<file path="src/hdl/wlr_pkg.sv">
// ----------------------------------------------------------------------------
// wlr_pkg
// shared constants and types for the wide line rasterizer
// ----------------------------------------------------------------------------
package wlr_pkg;

	localparam int DEF_COORD_BITS = 16;
	localparam int DEF_MAX_WIDTH  = 16;

	localparam int COLOR_BITS     = 4;
	localparam int WIDTH_BITS     = 5;
	localparam int CFG_DATA_BITS  = 5;
	localparam int CFG_INDEX_BITS = 1;

	localparam logic [COLOR_BITS-1:0] WHITE         = 4'd15;
	localparam logic [WIDTH_BITS-1:0] WIDTH_DEFAULT = 5'd1;

	localparam logic [CFG_INDEX_BITS-1:0] REG_PIXEL_COLOR = 1'b0;
	localparam logic [CFG_INDEX_BITS-1:0] REG_LINE_WIDTH  = 1'b1;

	localparam logic OP_LOAD = 1'b0;
	localparam logic OP_STEP = 1'b1;

	typedef struct packed {
		logic major_is_x;
		logic line_last;
	} col_flags_t;

endpackage

</file>
<file path="src/hdl/wide_line_rasterizer.sv">
// ----------------------------------------------------------------------------
// wide_line_rasterizer
// bresenham line walk that emits a column of pixels across the minor axis
// ----------------------------------------------------------------------------
// usage:
// - input channel (in_valid / in_stall): operation 0 loads the endpoints of a
//   new line, operation 1 advances one step along the major axis
// - a load, or a step with no line loaded, produces no pixels
// - a step produces min(line_width, MAX_WIDTH) pixels on the output channel
//   (out_valid / out_stall), one per cycle while out_stall is low, via the
//   column slot and result register; column_last marks a column's last pixel
// - at width one a request is taken every cycle while out_stall is low; a
//   column of several pixels holds the input until its last pixel is sent,
//   due to the single column slot feeding the result register
// - configuration (cfg_valid / cfg_ready, always ready): index 0 is the
//   pixel color, index 1 the line width; write only while the block is idle
// - reset clears the walk state, sets color to white and width to one
// - when the receiver stalls the result register holds and, once the column
//   slot is full, in_stall rises
// ----------------------------------------------------------------------------
module wide_line_rasterizer #(
	parameter int COORD_BITS = wlr_pkg::DEF_COORD_BITS,
	parameter int MAX_WIDTH  = wlr_pkg::DEF_MAX_WIDTH
) (
	input  logic                                clk,
	input  logic                                arst_n,
	input  logic                                cfg_valid,
	output logic                                cfg_ready,
	input  logic [wlr_pkg::CFG_INDEX_BITS-1:0]  cfg_index,
	input  logic [wlr_pkg::CFG_DATA_BITS-1:0]   cfg_data,
	input  logic                                in_valid,
	output logic                                in_stall,
	input  logic                                operation,
	input  logic signed [COORD_BITS-1:0]        x_start,
	input  logic signed [COORD_BITS-1:0]        y_start,
	input  logic signed [COORD_BITS-1:0]        x_end,
	input  logic signed [COORD_BITS-1:0]        y_end,
	output logic                                out_valid,
	input  logic                                out_stall,
	output logic signed [COORD_BITS-1:0]        pixel_x,
	output logic signed [COORD_BITS-1:0]        pixel_y,
	output logic [wlr_pkg::COLOR_BITS-1:0]      color,
	output logic                                column_last,
	output logic                                line_last
);
	import wlr_pkg::*;

	localparam int CNT_BITS = $clog2(MAX_WIDTH + 1);
	localparam int D_BITS   = COORD_BITS + 1;

	logic [COLOR_BITS-1:0] pixel_color_q;
	logic [WIDTH_BITS-1:0] line_width_q;

	logic                  line_active_q;
	logic                  major_is_x_q;
	logic [COORD_BITS-1:0] major_pos_q;
	logic [COORD_BITS-1:0] major_stop_q;
	logic [COORD_BITS-1:0] minor_pos_q;
	logic [D_BITS-1:0]     major_delta_q;
	logic [D_BITS-1:0]     minor_delta_q;
	logic                  dir_nz_q;
	logic                  dir_neg_q;
	logic [D_BITS-1:0]     error_q;

	logic                  col_ready;
	logic                  col_valid;
	logic                  in_take;
	logic                  do_load;
	logic                  do_step;
	logic [CNT_BITS-1:0]   count;
	logic                  last_col;
	col_flags_t            col_flags;

	logic signed [D_BITS-1:0]     diff_x;
	logic signed [D_BITS-1:0]     diff_y;
	logic [D_BITS-1:0]            abs_x;
	logic [D_BITS-1:0]            abs_y;
	logic                         new_is_x;
	logic signed [COORD_BITS-1:0] maj_a;
	logic signed [COORD_BITS-1:0] maj_b;
	logic signed [COORD_BITS-1:0] min_a;
	logic signed [COORD_BITS-1:0] min_b;
	logic                         swap;
	logic signed [COORD_BITS-1:0] min_lo;
	logic signed [COORD_BITS-1:0] min_hi;

	logic [D_BITS:0]       err_sum;
	logic                  err_wrap;
	logic [COORD_BITS-1:0] minor_step;

	// configuration registers
	assign cfg_ready = 1'b1;

	always_ff @(posedge clk or negedge arst_n) begin
		if (!arst_n) begin
			pixel_color_q <= WHITE;
			line_width_q  <= WIDTH_DEFAULT;
		end else if (cfg_valid && cfg_ready) begin
			case (cfg_index)
				REG_PIXEL_COLOR: pixel_color_q <= cfg_data[COLOR_BITS-1:0];
				REG_LINE_WIDTH:  line_width_q  <= cfg_data[WIDTH_BITS-1:0];
				default: ;
			endcase
		end
	end

	assign in_stall = !col_ready;
	assign in_take  = in_valid && !in_stall;
	assign do_load  = in_take && (operation == OP_LOAD);
	assign do_step  = in_take && (operation == OP_STEP) && line_active_q;

	// load: pick the major axis and order endpoints along it
	assign diff_x   = {x_end[COORD_BITS-1], x_end} - {x_start[COORD_BITS-1], x_start};
	assign diff_y   = {y_end[COORD_BITS-1], y_end} - {y_start[COORD_BITS-1], y_start};
	assign abs_x    = diff_x[D_BITS-1] ? D_BITS'(-diff_x) : D_BITS'(diff_x);
	assign abs_y    = diff_y[D_BITS-1] ? D_BITS'(-diff_y) : D_BITS'(diff_y);
	assign new_is_x = abs_y < abs_x;

	assign maj_a  = new_is_x ? x_start : y_start;
	assign maj_b  = new_is_x ? x_end   : y_end;
	assign min_a  = new_is_x ? y_start : x_start;
	assign min_b  = new_is_x ? y_end   : x_end;
	assign swap   = maj_a > maj_b;
	assign min_lo = swap ? min_b : min_a;
	assign min_hi = swap ? min_a : min_b;

	// step: error walk, minor moves once the error reaches the major delta
	assign err_sum    = {1'b0, error_q} + {1'b0, minor_delta_q};
	assign err_wrap   = err_sum >= {1'b0, major_delta_q};
	assign minor_step = !dir_nz_q ? '0 : (dir_neg_q ? '1 : COORD_BITS'(1));
	assign last_col   = (major_pos_q == major_stop_q);

	always_ff @(posedge clk or negedge arst_n) begin
		if (!arst_n) begin
			line_active_q <= 1'b0;
			major_is_x_q  <= 1'b0;
			major_pos_q   <= '0;
			major_stop_q  <= '0;
			minor_pos_q   <= '0;
			major_delta_q <= '0;
			minor_delta_q <= '0;
			dir_nz_q      <= 1'b0;
			dir_neg_q     <= 1'b0;
			error_q       <= '0;
		end else if (do_load) begin
			line_active_q <= 1'b1;
			major_is_x_q  <= new_is_x;
			major_pos_q   <= swap ? maj_b : maj_a;
			major_stop_q  <= swap ? maj_a : maj_b;
			minor_pos_q   <= min_lo;
			major_delta_q <= new_is_x ? abs_x : abs_y;
			minor_delta_q <= new_is_x ? abs_y : abs_x;
			dir_nz_q      <= (min_hi != min_lo);
			dir_neg_q     <= (min_hi < min_lo);
			error_q       <= '0;
		end else if (do_step) begin
			if (err_wrap) begin
				minor_pos_q <= minor_pos_q + minor_step;
				error_q     <= D_BITS'(err_sum - {1'b0, major_delta_q});
			end else begin
				error_q <= D_BITS'(err_sum);
			end
			if (last_col) begin
				line_active_q <= 1'b0;
			end else begin
				major_pos_q <= major_pos_q + COORD_BITS'(1);
			end
		end
	end

	// pixel count per column, saturated at the emitter depth
	assign count = (32'(line_width_q) > 32'(MAX_WIDTH)) ? CNT_BITS'(MAX_WIDTH)
	                                                     : CNT_BITS'(line_width_q);

	assign col_valid            = do_step && (count != '0);
	assign col_flags.major_is_x = major_is_x_q;
	assign col_flags.line_last  = last_col;

	wlr_column_emitter #(
		.COORD_BITS (COORD_BITS),
		.MAX_WIDTH  (MAX_WIDTH)
	) u_emitter (
		.clk         (clk),
		.arst_n      (arst_n),
		.col_valid   (col_valid),
		.col_ready   (col_ready),
		.col_major   (major_pos_q),
		.col_minor   (minor_pos_q),
		.col_count   (count),
		.col_color   (pixel_color_q),
		.col_flags   (col_flags),
		.out_valid   (out_valid),
		.out_stall   (out_stall),
		.pixel_x     (pixel_x),
		.pixel_y     (pixel_y),
		.color       (color),
		.column_last (column_last),
		.line_last   (line_last)
	);

endmodule

</file>
<file path="src/hdl/wlr_column_emitter.sv">
// ----------------------------------------------------------------------------
// wlr_column_emitter
// holds one column request and sends its pixels through a result register,
// one per cycle while not stalled; minor offsets run 0,-1,+1,-2,+2,...
// ----------------------------------------------------------------------------
module wlr_column_emitter #(
	parameter int COORD_BITS = wlr_pkg::DEF_COORD_BITS,
	parameter int MAX_WIDTH  = wlr_pkg::DEF_MAX_WIDTH,
	localparam int CNT_BITS  = $clog2(MAX_WIDTH + 1)
) (
	input  logic                              clk,
	input  logic                              arst_n,
	input  logic                              col_valid,
	output logic                              col_ready,
	input  logic [COORD_BITS-1:0]             col_major,
	input  logic [COORD_BITS-1:0]             col_minor,
	input  logic [CNT_BITS-1:0]               col_count,
	input  logic [wlr_pkg::COLOR_BITS-1:0]    col_color,
	input  wlr_pkg::col_flags_t               col_flags,
	output logic                              out_valid,
	input  logic                              out_stall,
	output logic signed [COORD_BITS-1:0]      pixel_x,
	output logic signed [COORD_BITS-1:0]      pixel_y,
	output logic [wlr_pkg::COLOR_BITS-1:0]    color,
	output logic                              column_last,
	output logic                              line_last
);
	import wlr_pkg::*;

	logic                  valid_s1;
	logic [CNT_BITS-1:0]   idx_s1;
	logic [CNT_BITS-1:0]   count_s1;
	logic [COORD_BITS-1:0] major_s1;
	logic [COORD_BITS-1:0] minor_s1;
	logic [COLOR_BITS-1:0] color_s1;
	col_flags_t            flags_s1;

	logic                  out_valid_q;
	logic [COORD_BITS-1:0] pixel_x_q;
	logic [COORD_BITS-1:0] pixel_y_q;
	logic [COLOR_BITS-1:0] color_q;
	logic                  column_last_q;
	logic                  line_last_q;

	logic                  out_free;
	logic                  emit;
	logic                  last_px;
	logic [CNT_BITS:0]     mag;
	logic [COORD_BITS-1:0] mag_ext;
	logic [COORD_BITS-1:0] offset;
	logic [COORD_BITS-1:0] minor_px;

	assign out_free  = !out_valid_q || !out_stall;
	assign emit      = valid_s1 && out_free;
	assign last_px   = (idx_s1 == count_s1 - CNT_BITS'(1));
	assign col_ready = !valid_s1 || (emit && last_px);

	// offset magnitude is (i+1)/2, negative on odd pixels
	assign mag      = ({1'b0, idx_s1} + (CNT_BITS+1)'(1)) >> 1;
	assign mag_ext  = COORD_BITS'(mag);
	assign offset   = idx_s1[0] ? (~mag_ext + COORD_BITS'(1)) : mag_ext;
	assign minor_px = minor_s1 + offset;

	always_ff @(posedge clk or negedge arst_n) begin
		if (!arst_n) begin
			valid_s1 <= 1'b0;
			idx_s1   <= '0;
		end else if (col_valid && col_ready) begin
			valid_s1 <= 1'b1;
			idx_s1   <= '0;
		end else if (emit && last_px) begin
			valid_s1 <= 1'b0;
		end else if (emit) begin
			idx_s1 <= idx_s1 + CNT_BITS'(1);
		end
	end

	always_ff @(posedge clk) begin
		if (col_valid && col_ready) begin
			count_s1 <= col_count;
			major_s1 <= col_major;
			minor_s1 <= col_minor;
			color_s1 <= col_color;
			flags_s1 <= col_flags;
		end
	end

	always_ff @(posedge clk or negedge arst_n) begin
		if (!arst_n) begin
			out_valid_q <= 1'b0;
		end else if (emit) begin
			out_valid_q <= 1'b1;
		end else if (!out_stall) begin
			out_valid_q <= 1'b0;
		end
	end

	always_ff @(posedge clk) begin
		if (emit) begin
			pixel_x_q     <= flags_s1.major_is_x ? major_s1 : minor_px;
			pixel_y_q     <= flags_s1.major_is_x ? minor_px : major_s1;
			color_q       <= color_s1;
			column_last_q <= last_px;
			line_last_q   <= flags_s1.line_last;
		end
	end

	assign out_valid   = out_valid_q;
	assign pixel_x     = $signed(pixel_x_q);
	assign pixel_y     = $signed(pixel_y_q);
	assign color       = color_q;
	assign column_last = column_last_q;
	assign line_last   = line_last_q;

`ifndef SYNTH
	a_count_nonzero: assert property (@(posedge clk) disable iff (!arst_n)
		valid_s1 |-> (count_s1 != '0))
		else $error("held column has zero pixels");

	a_idx_in_range: assert property (@(posedge clk) disable iff (!arst_n)
		valid_s1 |-> (idx_s1 < count_s1))
		else $error("pixel index beyond column");

	a_no_overrun: assert property (@(posedge clk) disable iff (!arst_n)
		col_valid |-> col_ready)
		else $error("column offered while previous one still pending");

	a_column_end: assert property (@(posedge clk) disable iff (!arst_n)
		(emit && last_px) |=> (out_valid_q && column_last_q && !valid_s1)
			|| (out_valid_q && column_last_q && idx_s1 == '0))
		else $error("column end not marked on its final pixel");
`endif

endmodule
</file>
<file path="config.mk">
export PLATFORM = sky130hd
export DESIGN_NAME = wide_line_rasterizer
export DESIGN_NICKNAME = d
export VERILOG_FILES = /design/src/hdl/wlr_pkg.sv /design/src/hdl/wide_line_rasterizer.sv /design/src/hdl/wlr_column_emitter.sv
export SDC_FILE = /design/constraint.sdc
export NUM_CORES = 1
export LEC_CHECK = 0
export ABC_AREA = 0
export BUFFER_PORTS_ARGS = -buffer_cell sky130_fd_sc_hd__buf_2
export CAP_MARGIN = 20
export CORE_ASPECT_RATIO = 2
export CORE_MARGIN = 4
export CORE_UTILIZATION = 50
export DETAILED_ROUTE_END_ITERATION = 8
export PLACE_DENSITY = 0.68
export RECOVER_POWER = 100
export SYNTH_ARGS = -nofsm -noshare
export SYNTH_HDL_FRONTEND = slang
export SYNTH_SLANG_ARGS = --single-unit
</file>
<file path="constraint.sdc">
create_clock -name clk -period 5 [get_ports clk]
set_clock_uncertainty 0.15 [all_clocks]
set_input_delay 0.5 -clock clk [delete_from_list [all_inputs] [get_ports clk]]
set_output_delay 0.5 -clock clk [all_outputs]
set_load 0.01 [all_outputs]
</file>
==> flow_summary.ini <==
[outcome]
outcome = complete, but fails checks
violations = max-capacitance violations, max-slew violations, negative setup slack

[power_and_ir_drop]
comb_power_share = 0.781
p_sw_frac = 0.443
p_seq_frac = 0.146
power_density_nw_per_um2 = 885
vdd_drop_max_v = 0.000523
clockPowerShare = 0.073
power_switching_mw = 8.98
internal_power_mw = 11.3
leakage_nw = 10.7

[placed_design]
placed_area_um2 = 20400
gp_congestion = 0.989
port_buffers = 115
dp_hpwl_um = 42500
pre_cts_ws_ns = -3.82

[clock_network]
cts_buffers = 17
clock_latency_ns = 0.47
cts_tree = done
clock-root-buffer = clkbuf_16
cts.sinks = 200
htreeDepth = 4
cts.clk_slew.worst_paths_ns = 0.09
cts_buffer_depth = 2

[synthesis]
ys.warnings.count = 0
synth_compound_area_frac = 0.161
syn_inst = 1771
synth_adder_area_share = 0.120
synth-async-reset-ratio = 0.595
synth.area.top_cells = dfrtp_1 (17%), edfxtp_1 (15%), ha_1 (11%), mux2i_1 (6.9%), mux2_2 (5.4%)
synthSimpleGateAreaFrac = 0.143
syn_area_um2 = 16600
synth_cell_types = 93
synth_top_family_by_area = compound AO/OA/AOI/OAI gates
synth_nets = 2003
synth_edf_count = 81
synth_flop_cell = dfrtp_1
synth_xor_area_frac = 0.0737
avgSynthCellArea_um2 = 9.37
synth_top_area_share = 0.172
synthMuxAreaShare = 0.124
yosys.area.top_type = dfrtp_1
synth.ff_latch_count = 200
synth_seq_area_share = 0.327

[cells_and_area]
antennaDiodeCount = 0
fillers = 2492
final_common_cell = buf_4
final_nets = 2522
syn_to_final_growth_pct = 38.1
final_cell_mix = buf_4 (383), nand2_1 (143), ha_1 (129)
stdcell_area_um2 = 22900
top_regs = error_q x17, major_delta_q x17, minor_delta_q x17
drive_gt1_frac = 0.363

[timing]
fin_setup_tns_ns = -102.40
slew_viol_final = 128
slew_headroom = -1.14
hold_viol_final = 0
finalSetupViolCount = 84
fmaxAchievable_ghz = 0.122
fin_crit_sh = 1.63
holdWs_ns = 0.117
worst_pin_slew_ns = 3.19
rsz0062_at_grt = true
min_period_ns = 8.17
timing.final.ws_setup_ns = -3.17

[routing]
drt_iter0_markers = 859
drt_pass1_iterations = 5
drcViolationCount = 0
dr_total_vias = 15800
viasPerCell = 5.77
drtAntennaViolNets = 0
routed_wl_um = 55200
post_drt_wl_per_cell_um = 20.2

[critical_path]
worstSetupPathType = in -> reg
arrival_ns = 8.42
cpPeakStageDelay_ns = 0.49
cp-end-kind = flip-flop
crit_fanout = 7
worst-r2r-setup-slack_ns = -0.06
cp_slowest_cell = or4_4
required_ns = 5.25
cp-start-kind = input port

[floorplan]
initial_core_util = 0.505
die_h_um = 266
die_x_um = 137
rows = 94
die_area_um2 = 36300
io_pins = 117
core_area_um2 = 32800

[hold_path]
holdCritPathClass = in -> reg

[global_routing]
track_usage = 0.293
antenna_found_initial = 0
grt_pass1_vias = 16500
grt-ovfl-total = 0
grt_start_max_net_pins = 68
grt_pass1_wl_um = 82500

[job]
maxCapViolations = 3
==> routing by layer <==
| metal | GRT usage | wire length (um) | up-vias | part of all wire |
|---|---|---|---|---|
| li1 | - | - | 7454 | - |
| met1 | 0.261 | 17800 | 7626 | 0.32 |
| met2 | 0.574 | 30500 | 444 | 0.55 |
| met3 | 0.0358 | 1510 | 263 | 0.027 |
| met4 | 0.221 | 5360 | 0 | 0.097 |
| met5 | 0 | 0 | - | 0 |
==> worst max-delay path, delay by kind of cell <==
family,cells,cell delay (ns)
AO/OA/AOI/OAI,16,2.97
AND/OR/NAND/NOR,11,2.25
buffers and inverters,5,0.61
adder cells (fa/ha/maj),5,1.14
multiplexers,3,0.93
==> area by class of cell <==
| type | count | area [um2] | area share |
|---|---|---|---|
| repair buffers | 565 | 4260 | 0.186 |
| clock inverters | 14 | 199 | 0.00868 |
| well taps | 432 | 541 | 0.0236 |
| inverters | 132 | 513 | 0.0224 |
| flip-flops and latches | 200 | 5420 | 0.236 |
| multi-input cells | 1374 | 11500 | 0.503 |
| clock buffers | 18 | 450 | 0.0197 |
==> logic make-up after synthesis <==
family          count (synthesis)
buf+inv                       197
other cells                     1
fa+ha+maj                     156
mux                           195
simple gates                  477
xor+xnor                      137
flops                         200
compound gates                408
==> path summary, 6_finish.rpt <==
kind | from | to | cells past startpoint
setup / recovery | x_end[0] | dir_neg_q | 40
hold / removal | out_stall | u_emitter.out_valid | 3
setup reg to reg | u_emitter.idx_s1[2] | error_q[3] | 12
hold reg to reg | u_emitter.color_s1[1] | u_emitter.color[1] | 0
max in group asynchronous | arst_n | major_delta_q[11] | 3
min in group asynchronous | arst_n | u_emitter.idx_s1[2] | 2
==> through the flow <==
step	utilization	power, mW	std cells
2_1_floorplan	-	11.2	1771
3_3_place_gp	0.622	15.3	2626
3_5_place_dp	0.623	15.5	2627
4_1_cts	0.677	18.9	2712
5_1_grt	0.698	21.5	2735
6_report	0.698	20.3	2735
==> what timing repair did <==
action                     in CTS  in global routing
hold buffers                    1                  0
resized for setup             166                137
pin swaps                      38                 50
setup buffers                  53                 25
setup endpoints to repair      82                100
cloned                          1                  2
hold endpoints to repair       40                  0
==> power groups by stage <==
stage	registers (mW)	logic (mW)	clock network [mW]
floorplan	2.88	8.30	0
global placement	2.94	12.3	0
detailed placement	2.97	12.6	0
CTS	2.94	14.4	1.51
global route	3.02	16.9	1.57
finish	2.95	15.8	1.49
==> synth_stat cells, types with 5 or more instances <==
cell	n
a2111oi_0	6
a211o_1	6
a211oi_1	12
a21boi_0	6
a21o_1	34
a21oi_1	97
a31oi_1	11
and2_1	10
and3_1	21
buf_2	15
buf_4	6
buf_6	9
clkbuf_1	32
dfrtp_1	114
dfstp_2	5
edfxtp_1	81
fa_1	6
ha_1	150
inv_1	131
mux2_2	80
mux2i_1	114
nand2_1	147
nand2b_1	20
nand3_1	40
nand4_1	25
nor2_1	103
nor2b_1	20
nor3_1	29
nor4_1	9
o2111ai_1	6
o211a_1	5
o211ai_1	8
o21a_1	10
o21ai_0	120
o21ai_1	8
o21bai_1	10
o221ai_1	18
o31ai_1	6
or2_2	10
or3_1	14
xnor2_1	81
xor2_1	53
(Power assumes the default switching activity.)
